--- src/hdl/morse_symbol_pair_decoder_top_defines.svh ---
// Assertion macros shared by the Morse symbol-pair decoder RTL.
// Expects clk and rst_n in the scope of every use.
`ifndef MORSE_SYMBOL_PAIR_DECODER_TOP_DEFINES_SVH
`define MORSE_SYMBOL_PAIR_DECODER_TOP_DEFINES_SVH

`ifndef SYNTHESIS
`define MSP_ASSERT_ALWAYS(name, expr, msg) \
    name: assert property (@(posedge clk) disable iff (!rst_n) (expr)) \
        else $error(msg);
`define MSP_ASSERT_IMPLY(name, cond, expr, msg) \
    name: assert property (@(posedge clk) disable iff (!rst_n) (cond) |-> (expr)) \
        else $error(msg);
`else
`define MSP_ASSERT_ALWAYS(name, expr, msg)
`define MSP_ASSERT_IMPLY(name, cond, expr, msg)
`endif

`endif

--- src/hdl/msp_pkg.sv ---
// Shared types, constants and the character ROM of the Morse symbol-pair decoder.
// No dependencies.
package msp_pkg;

    localparam int MAX_SYMBOLS = 7;
    localparam int CODE_W      = 14;
    localparam int CNT_W       = $clog2(MAX_SYMBOLS + 2);
    localparam int CHAR_W      = 7;
    localparam int QUEUE_DEPTH = 4;

    localparam logic [CHAR_W-1:0] SPACE_CHAR = 7'h20;
    localparam logic [CHAR_W-1:0] NULL_CHAR  = 7'h00;

    typedef enum logic [1:0] {
        SYM_END  = 2'b00,
        SYM_DASH = 2'b01,
        SYM_DOT  = 2'b10,
        SYM_WORD = 2'b11
    } sym_t;

    typedef struct packed {
        logic [7:0] in_byte;
        logic       end_of_stream;
    } in_t;

    typedef struct packed {
        logic [CHAR_W-1:0] out_char;
        logic              last_of_run;
    } out_t;

    // one end-of-character event handed from front to back
    typedef struct packed {
        logic [CODE_W-1:0] code;
        logic              code_ok;   // count in 1..MAX_SYMBOLS
        logic              space;     // word end: space follows
        logic              last;      // final event of its byte
    } evt_t;

    function automatic logic [CHAR_W-1:0] rom_lookup(input logic [CODE_W-1:0] code);
        logic [CHAR_W-1:0] ch;
        unique case (code)
            14'd9:     ch = 7'h41;
            14'd106:   ch = 7'h42;
            14'd102:   ch = 7'h43;
            14'd26:    ch = 7'h44;
            14'd2:     ch = 7'h45;
            14'd166:   ch = 7'h46;
            14'd22:    ch = 7'h47;
            14'd170:   ch = 7'h48;
            14'd10:    ch = 7'h49;
            14'd149:   ch = 7'h4A;
            14'd25:    ch = 7'h4B;
            14'd154:   ch = 7'h4C;
            14'd5:     ch = 7'h4D;
            14'd6:     ch = 7'h4E;
            14'd21:    ch = 7'h4F;
            14'd150:   ch = 7'h50;
            14'd89:    ch = 7'h51;
            14'd38:    ch = 7'h52;
            14'd42:    ch = 7'h53;
            14'd1:     ch = 7'h54;
            14'd41:    ch = 7'h55;
            14'd169:   ch = 7'h56;
            14'd37:    ch = 7'h57;
            14'd105:   ch = 7'h58;
            14'd101:   ch = 7'h59;
            14'd90:    ch = 7'h5A;
            14'd341:   ch = 7'h30;
            14'd597:   ch = 7'h31;
            14'd661:   ch = 7'h32;
            14'd677:   ch = 7'h33;
            14'd681:   ch = 7'h34;
            14'd682:   ch = 7'h35;
            14'd426:   ch = 7'h36;
            14'd362:   ch = 7'h37;
            14'd346:   ch = 7'h38;
            14'd342:   ch = 7'h39;
            14'd2390:  ch = 7'h27;
            14'd2406:  ch = 7'h40;
            14'd1386:  ch = 7'h3A;
            14'd1445:  ch = 7'h2C;
            14'd10857: ch = 7'h24;
            14'd425:   ch = 7'h3D;
            14'd1637:  ch = 7'h21;
            14'd2457:  ch = 7'h2E;
            14'd2650:  ch = 7'h3F;
            14'd2470:  ch = 7'h22;
            default:   ch = NULL_CHAR;
        endcase
        return ch;
    endfunction

endpackage

--- src/hdl/morse_symbol_pair_decoder_top.sv ---
// Path: a byte's results pass the byte register, the event queue and the output register.
// Throughput: one symbol per cycle while the queue has room; a new byte is taken as the
// last symbol retires. Results leave at one per cycle while out_ready is high.
// Reset: rst_n asynchronous, active low; clears pending code, queue and output valid.
// Depends on msp_pkg, msp_front, msp_fifo, msp_back.
module morse_symbol_pair_decoder_top (
    input  logic          clk,
    input  logic          rst_n,
    input  logic          in_valid,
    output logic          in_ready,
    input  msp_pkg::in_t  in_data,
    output logic          out_valid,
    input  logic          out_ready,
    output msp_pkg::out_t out_data
);

    // Front end: holds one byte transaction, steps its four symbols,
    // appends dots/dashes to the code and pushes an event per terminator.
    // It takes the next byte in the same cycle its last symbol retires.
    logic          push_valid, push_ready;
    msp_pkg::evt_t push_data;

    // Queue decouples the symbol walk from output backpressure.
    logic          pop_valid, pop_ready;
    msp_pkg::evt_t pop_data;

    msp_front u_front (
        .clk        (clk),
        .rst_n      (rst_n),
        .in_valid   (in_valid),
        .in_ready   (in_ready),
        .in_data    (in_data),
        .push_valid (push_valid),
        .push_ready (push_ready),
        .push_data  (push_data)
    );

    msp_fifo u_fifo (
        .clk        (clk),
        .rst_n      (rst_n),
        .push_valid (push_valid),
        .push_ready (push_ready),
        .push_data  (push_data),
        .pop_valid  (pop_valid),
        .pop_ready  (pop_ready),
        .pop_data   (pop_data)
    );

    // Back end: ROM lookup into the output register; word ends produce
    // a second transaction carrying the space.
    msp_back u_back (
        .clk       (clk),
        .rst_n     (rst_n),
        .pop_valid (pop_valid),
        .pop_ready (pop_ready),
        .pop_data  (pop_data),
        .out_valid (out_valid),
        .out_ready (out_ready),
        .out_data  (out_data)
    );

endmodule

--- src/hdl/msp_front.sv ---
// Front end: accepts bytes, walks their four symbols, keeps the pending code
// and pushes end-of-character events. Depends on msp_pkg and the defines header.
`include "morse_symbol_pair_decoder_top_defines.svh"

module msp_front (
    input  logic         clk,
    input  logic         rst_n,
    input  logic         in_valid,
    output logic         in_ready,
    input  msp_pkg::in_t in_data,
    output logic         push_valid,
    input  logic         push_ready,
    output msp_pkg::evt_t push_data
);

    logic [7:0]                   byte_reg;
    logic                         eos_reg;
    logic [1:0]                   idx_reg, idx_next;
    logic                         busy_reg, busy_next;
    logic [msp_pkg::CODE_W-1:0]   code_reg, code_next;
    logic [msp_pkg::CNT_W-1:0]    cnt_reg, cnt_next;

    msp_pkg::sym_t sym;
    logic          is_term;
    logic          later_term;
    logic          step_fire;
    logic          done;
    logic          accept;

    assign sym     = msp_pkg::sym_t'(byte_reg[{~idx_reg, 1'b0} +: 2]);
    assign is_term = (sym == msp_pkg::SYM_END) || (sym == msp_pkg::SYM_WORD);

    // any terminator further down the byte?
    always_comb
    begin
        later_term = 1'b0;
        for (int k = 0; k < 4; k++)
        begin
            if ((2'(k) > idx_reg) &&
                ((msp_pkg::sym_t'(byte_reg[(3-k)*2 +: 2]) == msp_pkg::SYM_END) ||
                 (msp_pkg::sym_t'(byte_reg[(3-k)*2 +: 2]) == msp_pkg::SYM_WORD)))
            begin
                later_term = 1'b1;
            end
        end
    end

    assign step_fire = busy_reg && (!is_term || push_ready);
    assign done      = step_fire && (idx_reg == 2'd3);
    assign in_ready  = !busy_reg || done;
    assign accept    = in_valid && in_ready;

    assign push_valid        = busy_reg && is_term;
    assign push_data.code    = code_reg;
    assign push_data.code_ok = (cnt_reg != '0) &&
                               (cnt_reg <= msp_pkg::CNT_W'(msp_pkg::MAX_SYMBOLS));
    assign push_data.space   = (sym == msp_pkg::SYM_WORD);
    assign push_data.last    = !later_term;

    always_comb
    begin
        code_next = code_reg;
        cnt_next  = cnt_reg;
        idx_next  = idx_reg;
        busy_next = busy_reg;
        if (step_fire)
        begin
            idx_next = idx_reg + 2'd1;
            if (is_term)
            begin
                code_next = '0;
                cnt_next  = '0;
            end
            else if (cnt_reg <= msp_pkg::CNT_W'(msp_pkg::MAX_SYMBOLS))
            begin
                code_next = {code_reg[msp_pkg::CODE_W-3:0], sym};
                cnt_next  = cnt_reg + 1'b1;
            end
            if (done && eos_reg)
            begin
                code_next = '0;
                cnt_next  = '0;
            end
        end
        if (accept)
        begin
            idx_next  = 2'd0;
            busy_next = 1'b1;
        end
        else if (done)
        begin
            busy_next = 1'b0;
        end
    end

    always_ff @(posedge clk or negedge rst_n)
    begin
        if (!rst_n)
        begin
            idx_reg  <= '0;
            busy_reg <= 1'b0;
            code_reg <= '0;
            cnt_reg  <= '0;
        end
        else
        begin
            idx_reg  <= idx_next;
            busy_reg <= busy_next;
            code_reg <= code_next;
            cnt_reg  <= cnt_next;
        end
    end

    always_ff @(posedge clk)
    begin
        if (accept)
        begin
            byte_reg <= in_data.in_byte;
            eos_reg  <= in_data.end_of_stream;
        end
    end

    `MSP_ASSERT_ALWAYS(a_cnt_sat, (cnt_reg <= msp_pkg::CNT_W'(msp_pkg::MAX_SYMBOLS + 1)), "symbol count past saturation")
    `MSP_ASSERT_IMPLY(a_empty_code, (cnt_reg == '0), (code_reg == '0), "code bits set with empty count")
    `MSP_ASSERT_IMPLY(a_ready_mid_byte, (in_ready && busy_reg), (idx_reg == 2'd3 && step_fire), "ready while a byte is mid-walk")

endmodule

--- src/hdl/msp_fifo.sv ---
// Short event queue between front and back ends.
// Depends on msp_pkg.
module msp_fifo (
    input  logic          clk,
    input  logic          rst_n,
    input  logic          push_valid,
    output logic          push_ready,
    input  msp_pkg::evt_t push_data,
    output logic          pop_valid,
    input  logic          pop_ready,
    output msp_pkg::evt_t pop_data
);

    localparam int PTR_W = $clog2(msp_pkg::QUEUE_DEPTH);
    localparam int CNT_W = $clog2(msp_pkg::QUEUE_DEPTH + 1);

    msp_pkg::evt_t    mem [msp_pkg::QUEUE_DEPTH];
    logic [PTR_W-1:0] wr_ptr_reg, wr_ptr_next;
    logic [PTR_W-1:0] rd_ptr_reg, rd_ptr_next;
    logic [CNT_W-1:0] cnt_reg, cnt_next;
    logic             do_push, do_pop;

    assign push_ready = (cnt_reg != CNT_W'(msp_pkg::QUEUE_DEPTH));
    assign pop_valid  = (cnt_reg != '0);
    assign pop_data   = mem[rd_ptr_reg];
    assign do_push    = push_valid && push_ready;
    assign do_pop     = pop_valid && pop_ready;

    always_comb
    begin
        wr_ptr_next = wr_ptr_reg;
        rd_ptr_next = rd_ptr_reg;
        cnt_next    = cnt_reg;
        if (do_push)
        begin
            wr_ptr_next = (wr_ptr_reg == PTR_W'(msp_pkg::QUEUE_DEPTH - 1)) ?
                          '0 : wr_ptr_reg + 1'b1;
        end
        if (do_pop)
        begin
            rd_ptr_next = (rd_ptr_reg == PTR_W'(msp_pkg::QUEUE_DEPTH - 1)) ?
                          '0 : rd_ptr_reg + 1'b1;
        end
        if (do_push && !do_pop)
        begin
            cnt_next = cnt_reg + 1'b1;
        end
        else if (do_pop && !do_push)
        begin
            cnt_next = cnt_reg - 1'b1;
        end
    end

    always_ff @(posedge clk or negedge rst_n)
    begin
        if (!rst_n)
        begin
            wr_ptr_reg <= '0;
            rd_ptr_reg <= '0;
            cnt_reg    <= '0;
        end
        else
        begin
            wr_ptr_reg <= wr_ptr_next;
            rd_ptr_reg <= rd_ptr_next;
            cnt_reg    <= cnt_next;
        end
    end

    always_ff @(posedge clk)
    begin
        if (do_push)
        begin
            mem[wr_ptr_reg] <= push_data;
        end
    end

endmodule

--- src/hdl/msp_back.sv ---
// Back end: looks up characters, inserts word spaces, drives the output register.
// Depends on msp_pkg.
module msp_back (
    input  logic          clk,
    input  logic          rst_n,
    input  logic          pop_valid,
    output logic          pop_ready,
    input  msp_pkg::evt_t pop_data,
    output logic          out_valid,
    input  logic          out_ready,
    output msp_pkg::out_t out_data
);

    logic          out_valid_reg, out_valid_next;
    msp_pkg::out_t out_data_reg, out_data_next;
    logic          space_pend_reg, space_pend_next;
    logic          space_last_reg, space_last_next;
    logic          out_load;

    assign out_load  = !out_valid_reg || out_ready;
    assign pop_ready = out_load && !space_pend_reg;
    assign out_valid = out_valid_reg;
    assign out_data  = out_data_reg;

    always_comb
    begin
        out_valid_next  = out_valid_reg;
        out_data_next   = out_data_reg;
        space_pend_next = space_pend_reg;
        space_last_next = space_last_reg;
        if (out_load)
        begin
            if (space_pend_reg)
            begin
                out_valid_next            = 1'b1;
                out_data_next.out_char    = msp_pkg::SPACE_CHAR;
                out_data_next.last_of_run = space_last_reg;
                space_pend_next           = 1'b0;
            end
            else if (pop_valid)
            begin
                out_valid_next            = 1'b1;
                out_data_next.out_char    = pop_data.code_ok ?
                                            msp_pkg::rom_lookup(pop_data.code) :
                                            msp_pkg::NULL_CHAR;
                out_data_next.last_of_run = pop_data.last && !pop_data.space;
                space_pend_next           = pop_data.space;
                space_last_next           = pop_data.last;
            end
            else
            begin
                out_valid_next = 1'b0;
            end
        end
    end

    always_ff @(posedge clk or negedge rst_n)
    begin
        if (!rst_n)
        begin
            out_valid_reg  <= 1'b0;
            space_pend_reg <= 1'b0;
        end
        else
        begin
            out_valid_reg  <= out_valid_next;
            space_pend_reg <= space_pend_next;
        end
    end

    always_ff @(posedge clk)
    begin
        out_data_reg   <= out_data_next;
        space_last_reg <= space_last_next;
    end

endmodule
--- config.mk ---
export PLATFORM = sky130hd
export DESIGN_NAME = morse_symbol_pair_decoder_top
export DESIGN_NICKNAME = d
export VERILOG_FILES = /design/src/hdl/msp_pkg.sv /design/src/hdl/morse_symbol_pair_decoder_top.sv /design/src/hdl/msp_front.sv /design/src/hdl/msp_fifo.sv /design/src/hdl/msp_back.sv
export VERILOG_INCLUDE_DIRS = /design/src /design/src/hdl
export SDC_FILE = /design/constraint.sdc
export NUM_CORES = 1
export LEC_CHECK = 0
export BUFFER_PORTS_ARGS = -buffer_cell sky130_fd_sc_hd__buf_4
export CORE_MARGIN = 4
export CORE_UTILIZATION = 49
export DETAILED_ROUTE_END_ITERATION = 8
export GPL_TIMING_DRIVEN = 0
export PLACE_DENSITY = 0.63
export REMOVE_ABC_BUFFERS = 1
export SLEW_MARGIN = 25
export SYNTH_ARGS = -nofsm -noshare
export SYNTH_HDL_FRONTEND = slang
export SYNTH_HIERARCHICAL = 1
export SYNTH_SLANG_ARGS = --single-unit
--- constraint.sdc ---
create_clock -name clk -period 4.2 [get_ports clk]
set_clock_uncertainty 0.05 [all_clocks]
set_input_delay 0.84 -clock clk [delete_from_list [all_inputs] [get_ports clk]]
set_output_delay 0.84 -clock clk [all_outputs]
set_load 0.05 [all_outputs]
==> run summary <==
status: finished clean
drt drc: 0
period utilization: 0.844
CTS tree: built
EDFF count, synth: 86
I/O pin count: 23
Die Y: 117 µm
post-DP HPWL: 7670 µm
Initial Utilization: 0.504
async set-reset flop share out of synthesis: 0.259
register area share after synthesis: 0.577
synthesized cell area: 5780 µm²
GR Overflow Total: 0
crit path cell chain: mux4_2, or4_1, nor3_1, and4b_1, nor2_1, a41oi_1
yosys warns: 6
Clock transition at path regs: 0.05 ns
max reg flops: 68
Pwr Density: 928 nW/µm²
initial antenna violation count: 0
htree depth: 4
leakage power: 2.38 nW
average footprint of a synthesized cell: 13.7 µm²
Seq pwr share: 0.336
postcts setup bufs: 0
Routed Antenna Nets: 0
Port Buf Inserts: 22
Arrival @ worst endpoint: 3.73 ns
post-route cell area: 6640 µm²
Num CTS Buffers: 17
Worst Path Max Fanout: 20
Post-Route WL: 11,600 µm
combinational share of power: 0.415
post-synthesis cell type count: 66
sw frac: 0.376
Min-Delay Path Class: in2async
Slew Viols, Final: 0
hold slack: 0.334 ns
ant diodes: 0
Critical Path Sink Type: flip-flop
Slew headroom: 0.388
share of cells above drive strength 1: 0.220
Clk pwr share: 0.250
cell taking the most area after synthesis: edfxtp_1
Power Internal: 0.00385 W
Clock Tree Root: clkbuf_16
vias in the first global route: 3,633
fmax: 0.282 GHz
most used flip-flop cell after synthesis: edfxtp_1
site row count: 39
synth top area cells: edfxtp_1 45%, dfrtp_1 13%, mux4_2 7.4%
CP required: 4.38 ns
CP max stage cell: dfrtp_2
largest net degree at the start of global routing: 31
Avg WL per Cell: 19.5 µm
Slew @ Worst Pin: 0.905 ns
Synth top area share: 0.447
drt via density: 6.25
Layout Nets: 465
final hold violation count: 0
Worst-Skew Late Latency: 0.40 ns
post-synthesis register bit count: 116
crit path kind: reg2reg
total iterations of the first detailed-routing run: 6
switching power: 0.00231 W
Iter 0 DRT Violations: 303
maximum root-to-sink buffer count: 2
DR vias: 3,707
RSZ-0062 raised after global routing: no
Critical Path Start Type: flip-flop
post-CTS sizing: 0
clock sink count: 116
max-capacitance violation count: 0
min Tclk post-route: 3.55 ns
VDD IR max: 0.569 mV
Final setup viols: 0
Core ar.: 11,500 µm²
hold buffer count at cts: 0
die width: 117 µm
Cells after Synth: 422
GP Congestion: 0.931
dpl cell area: 6000 µm²
total track usage: 0.188
first-pass GRT wire length: 19,100 µm
synthesis-to-layout area growth: 14.9%
slowest stage delay, CP: 0.76 ns
die area: 13,600 µm²
layer usage:
| layer | up-vias | GRT usage | routed length (µm) |
|---|---|---|---|
| met5 | - | 0 | 0 |
| met4 | 0 | 0.0925 | 381 |
| met3 | 31 | 0.0513 | 621 |
| met2 | 128 | 0.297 | 5770 |
| met1 | 1869 | 0.240 | 4810 |
| li1 | 1679 | - | - |
final cells by class:
cell class | count | area (µm²)
Fill cell | 883 | 4830
Sequential cell | 116 | 3330
Tap cell | 143 | 179
Inverter | 16 | 60.1
Clock inverter | 12 | 183
Clock buffer | 20 | 457
Multi-Input combinational cell | 263 | 2250
Timing Repair Buffer | 23 | 173
cell families after synthesis:
family / after synthesis / share of synthesized area
compound gates: 77 / 0.105
xor+xnor: 10 / 0.0152
fa+ha+maj: 15 / 0.0338
buf+inv: 43 / 0.0364
flops: 116 / 0.577
mux: 25 / 0.0871
simple gates: 136 / 0.146
cells in the mapped netlist (4+ instances only):
cell type	n
edfxtp_1	86
dfrtp_1	30
nor2_1	24
nand2_1	23
mux4_2	19
a22o_1	18
inv_1	16
clkbuf_1	15
ha_1	14
a21oi_1	13
o21ai_0	11
nor2b_1	10
nor4bb_1	10
nor4_1	9
nand3_1	8
nor3_1	7
buf_2	6
xor2_1	6
a22oi_1	5
a31oi_1	5
and2_1	4
and3_2	4
mux2_2	4
nand2b_1	4
nor4b_1	4
xnor2_1	4
placed cells by master (no fill, tap or decap), drive strengths merged, types with 14 or more instances in the layout:
cell	count
clkbuf	20
nor2	25
edfxtp	86
buf	23
dfrtp	30
a22o	18
nand2	23
inv	16
ha	14
mux4	19
worst max-delay path, delay by kind of cell (launching register included):
family | cells | cell delay [ns]
AO/OA/AOI/OAI | 1 | 0.22
flip-flops | 1 | 0.76
multiplexers | 1 | 0.69
AND/OR/NAND/NOR | 4 | 1.64
power by group through the flow:
stage | logic [W] | clock network, W | registers [W]
3_3_place_gp | 0.00248 | 0 | 0.00206
6_report | 0.00255 | 0.00154 | 0.00207
3_5_place_dp | 0.00252 | 0 | 0.00209
4_1_cts | 0.00255 | 0.00157 | 0.00208
2_1_floorplan | 0.00185 | 0 | 0.00207
5_1_grt | 0.00278 | 0.00163 | 0.00213
worst paths after layout:
path	startpoint	depth (start not counted)	slack [ns]	to
max in group asynchronous	rst_n	1	3.43	u_fifo/rd_ptr_reg[0]
max	u_fifo/rd_ptr_reg[0]	6	0.65	u_back/out_data[1]
min in group clk	u_fifo/cnt_reg[2]	1	0.45	u_fifo/cnt_reg[2]
max reg2reg	u_fifo/rd_ptr_reg[0]	6	0.65	u_back/out_data[1]
min	rst_n	1	0.33	u_front/idx_reg[0]
min reg2reg	u_fifo/cnt_reg[2]	1	0.45	u_fifo/cnt_reg[2]
stage by stage:
stage	total power [W]	setup slack (ns)	cells	setup TNS, ns	utilization
4_1_cts	0.00619	0.672	593	0	0.579
3_5_place_dp	0.00462	0.683	561	0	0.523
5_1_grt	0.00654	0.470	593	0	0.579
6_report	0.00616	0.655	593	0	0.579
2_1_floorplan	0.00392	0.832	395	0	-
3_3_place_gp	0.00454	-0.171	560	-0.658	0.521
Note: power is estimated with default switching activity, not from simulation.
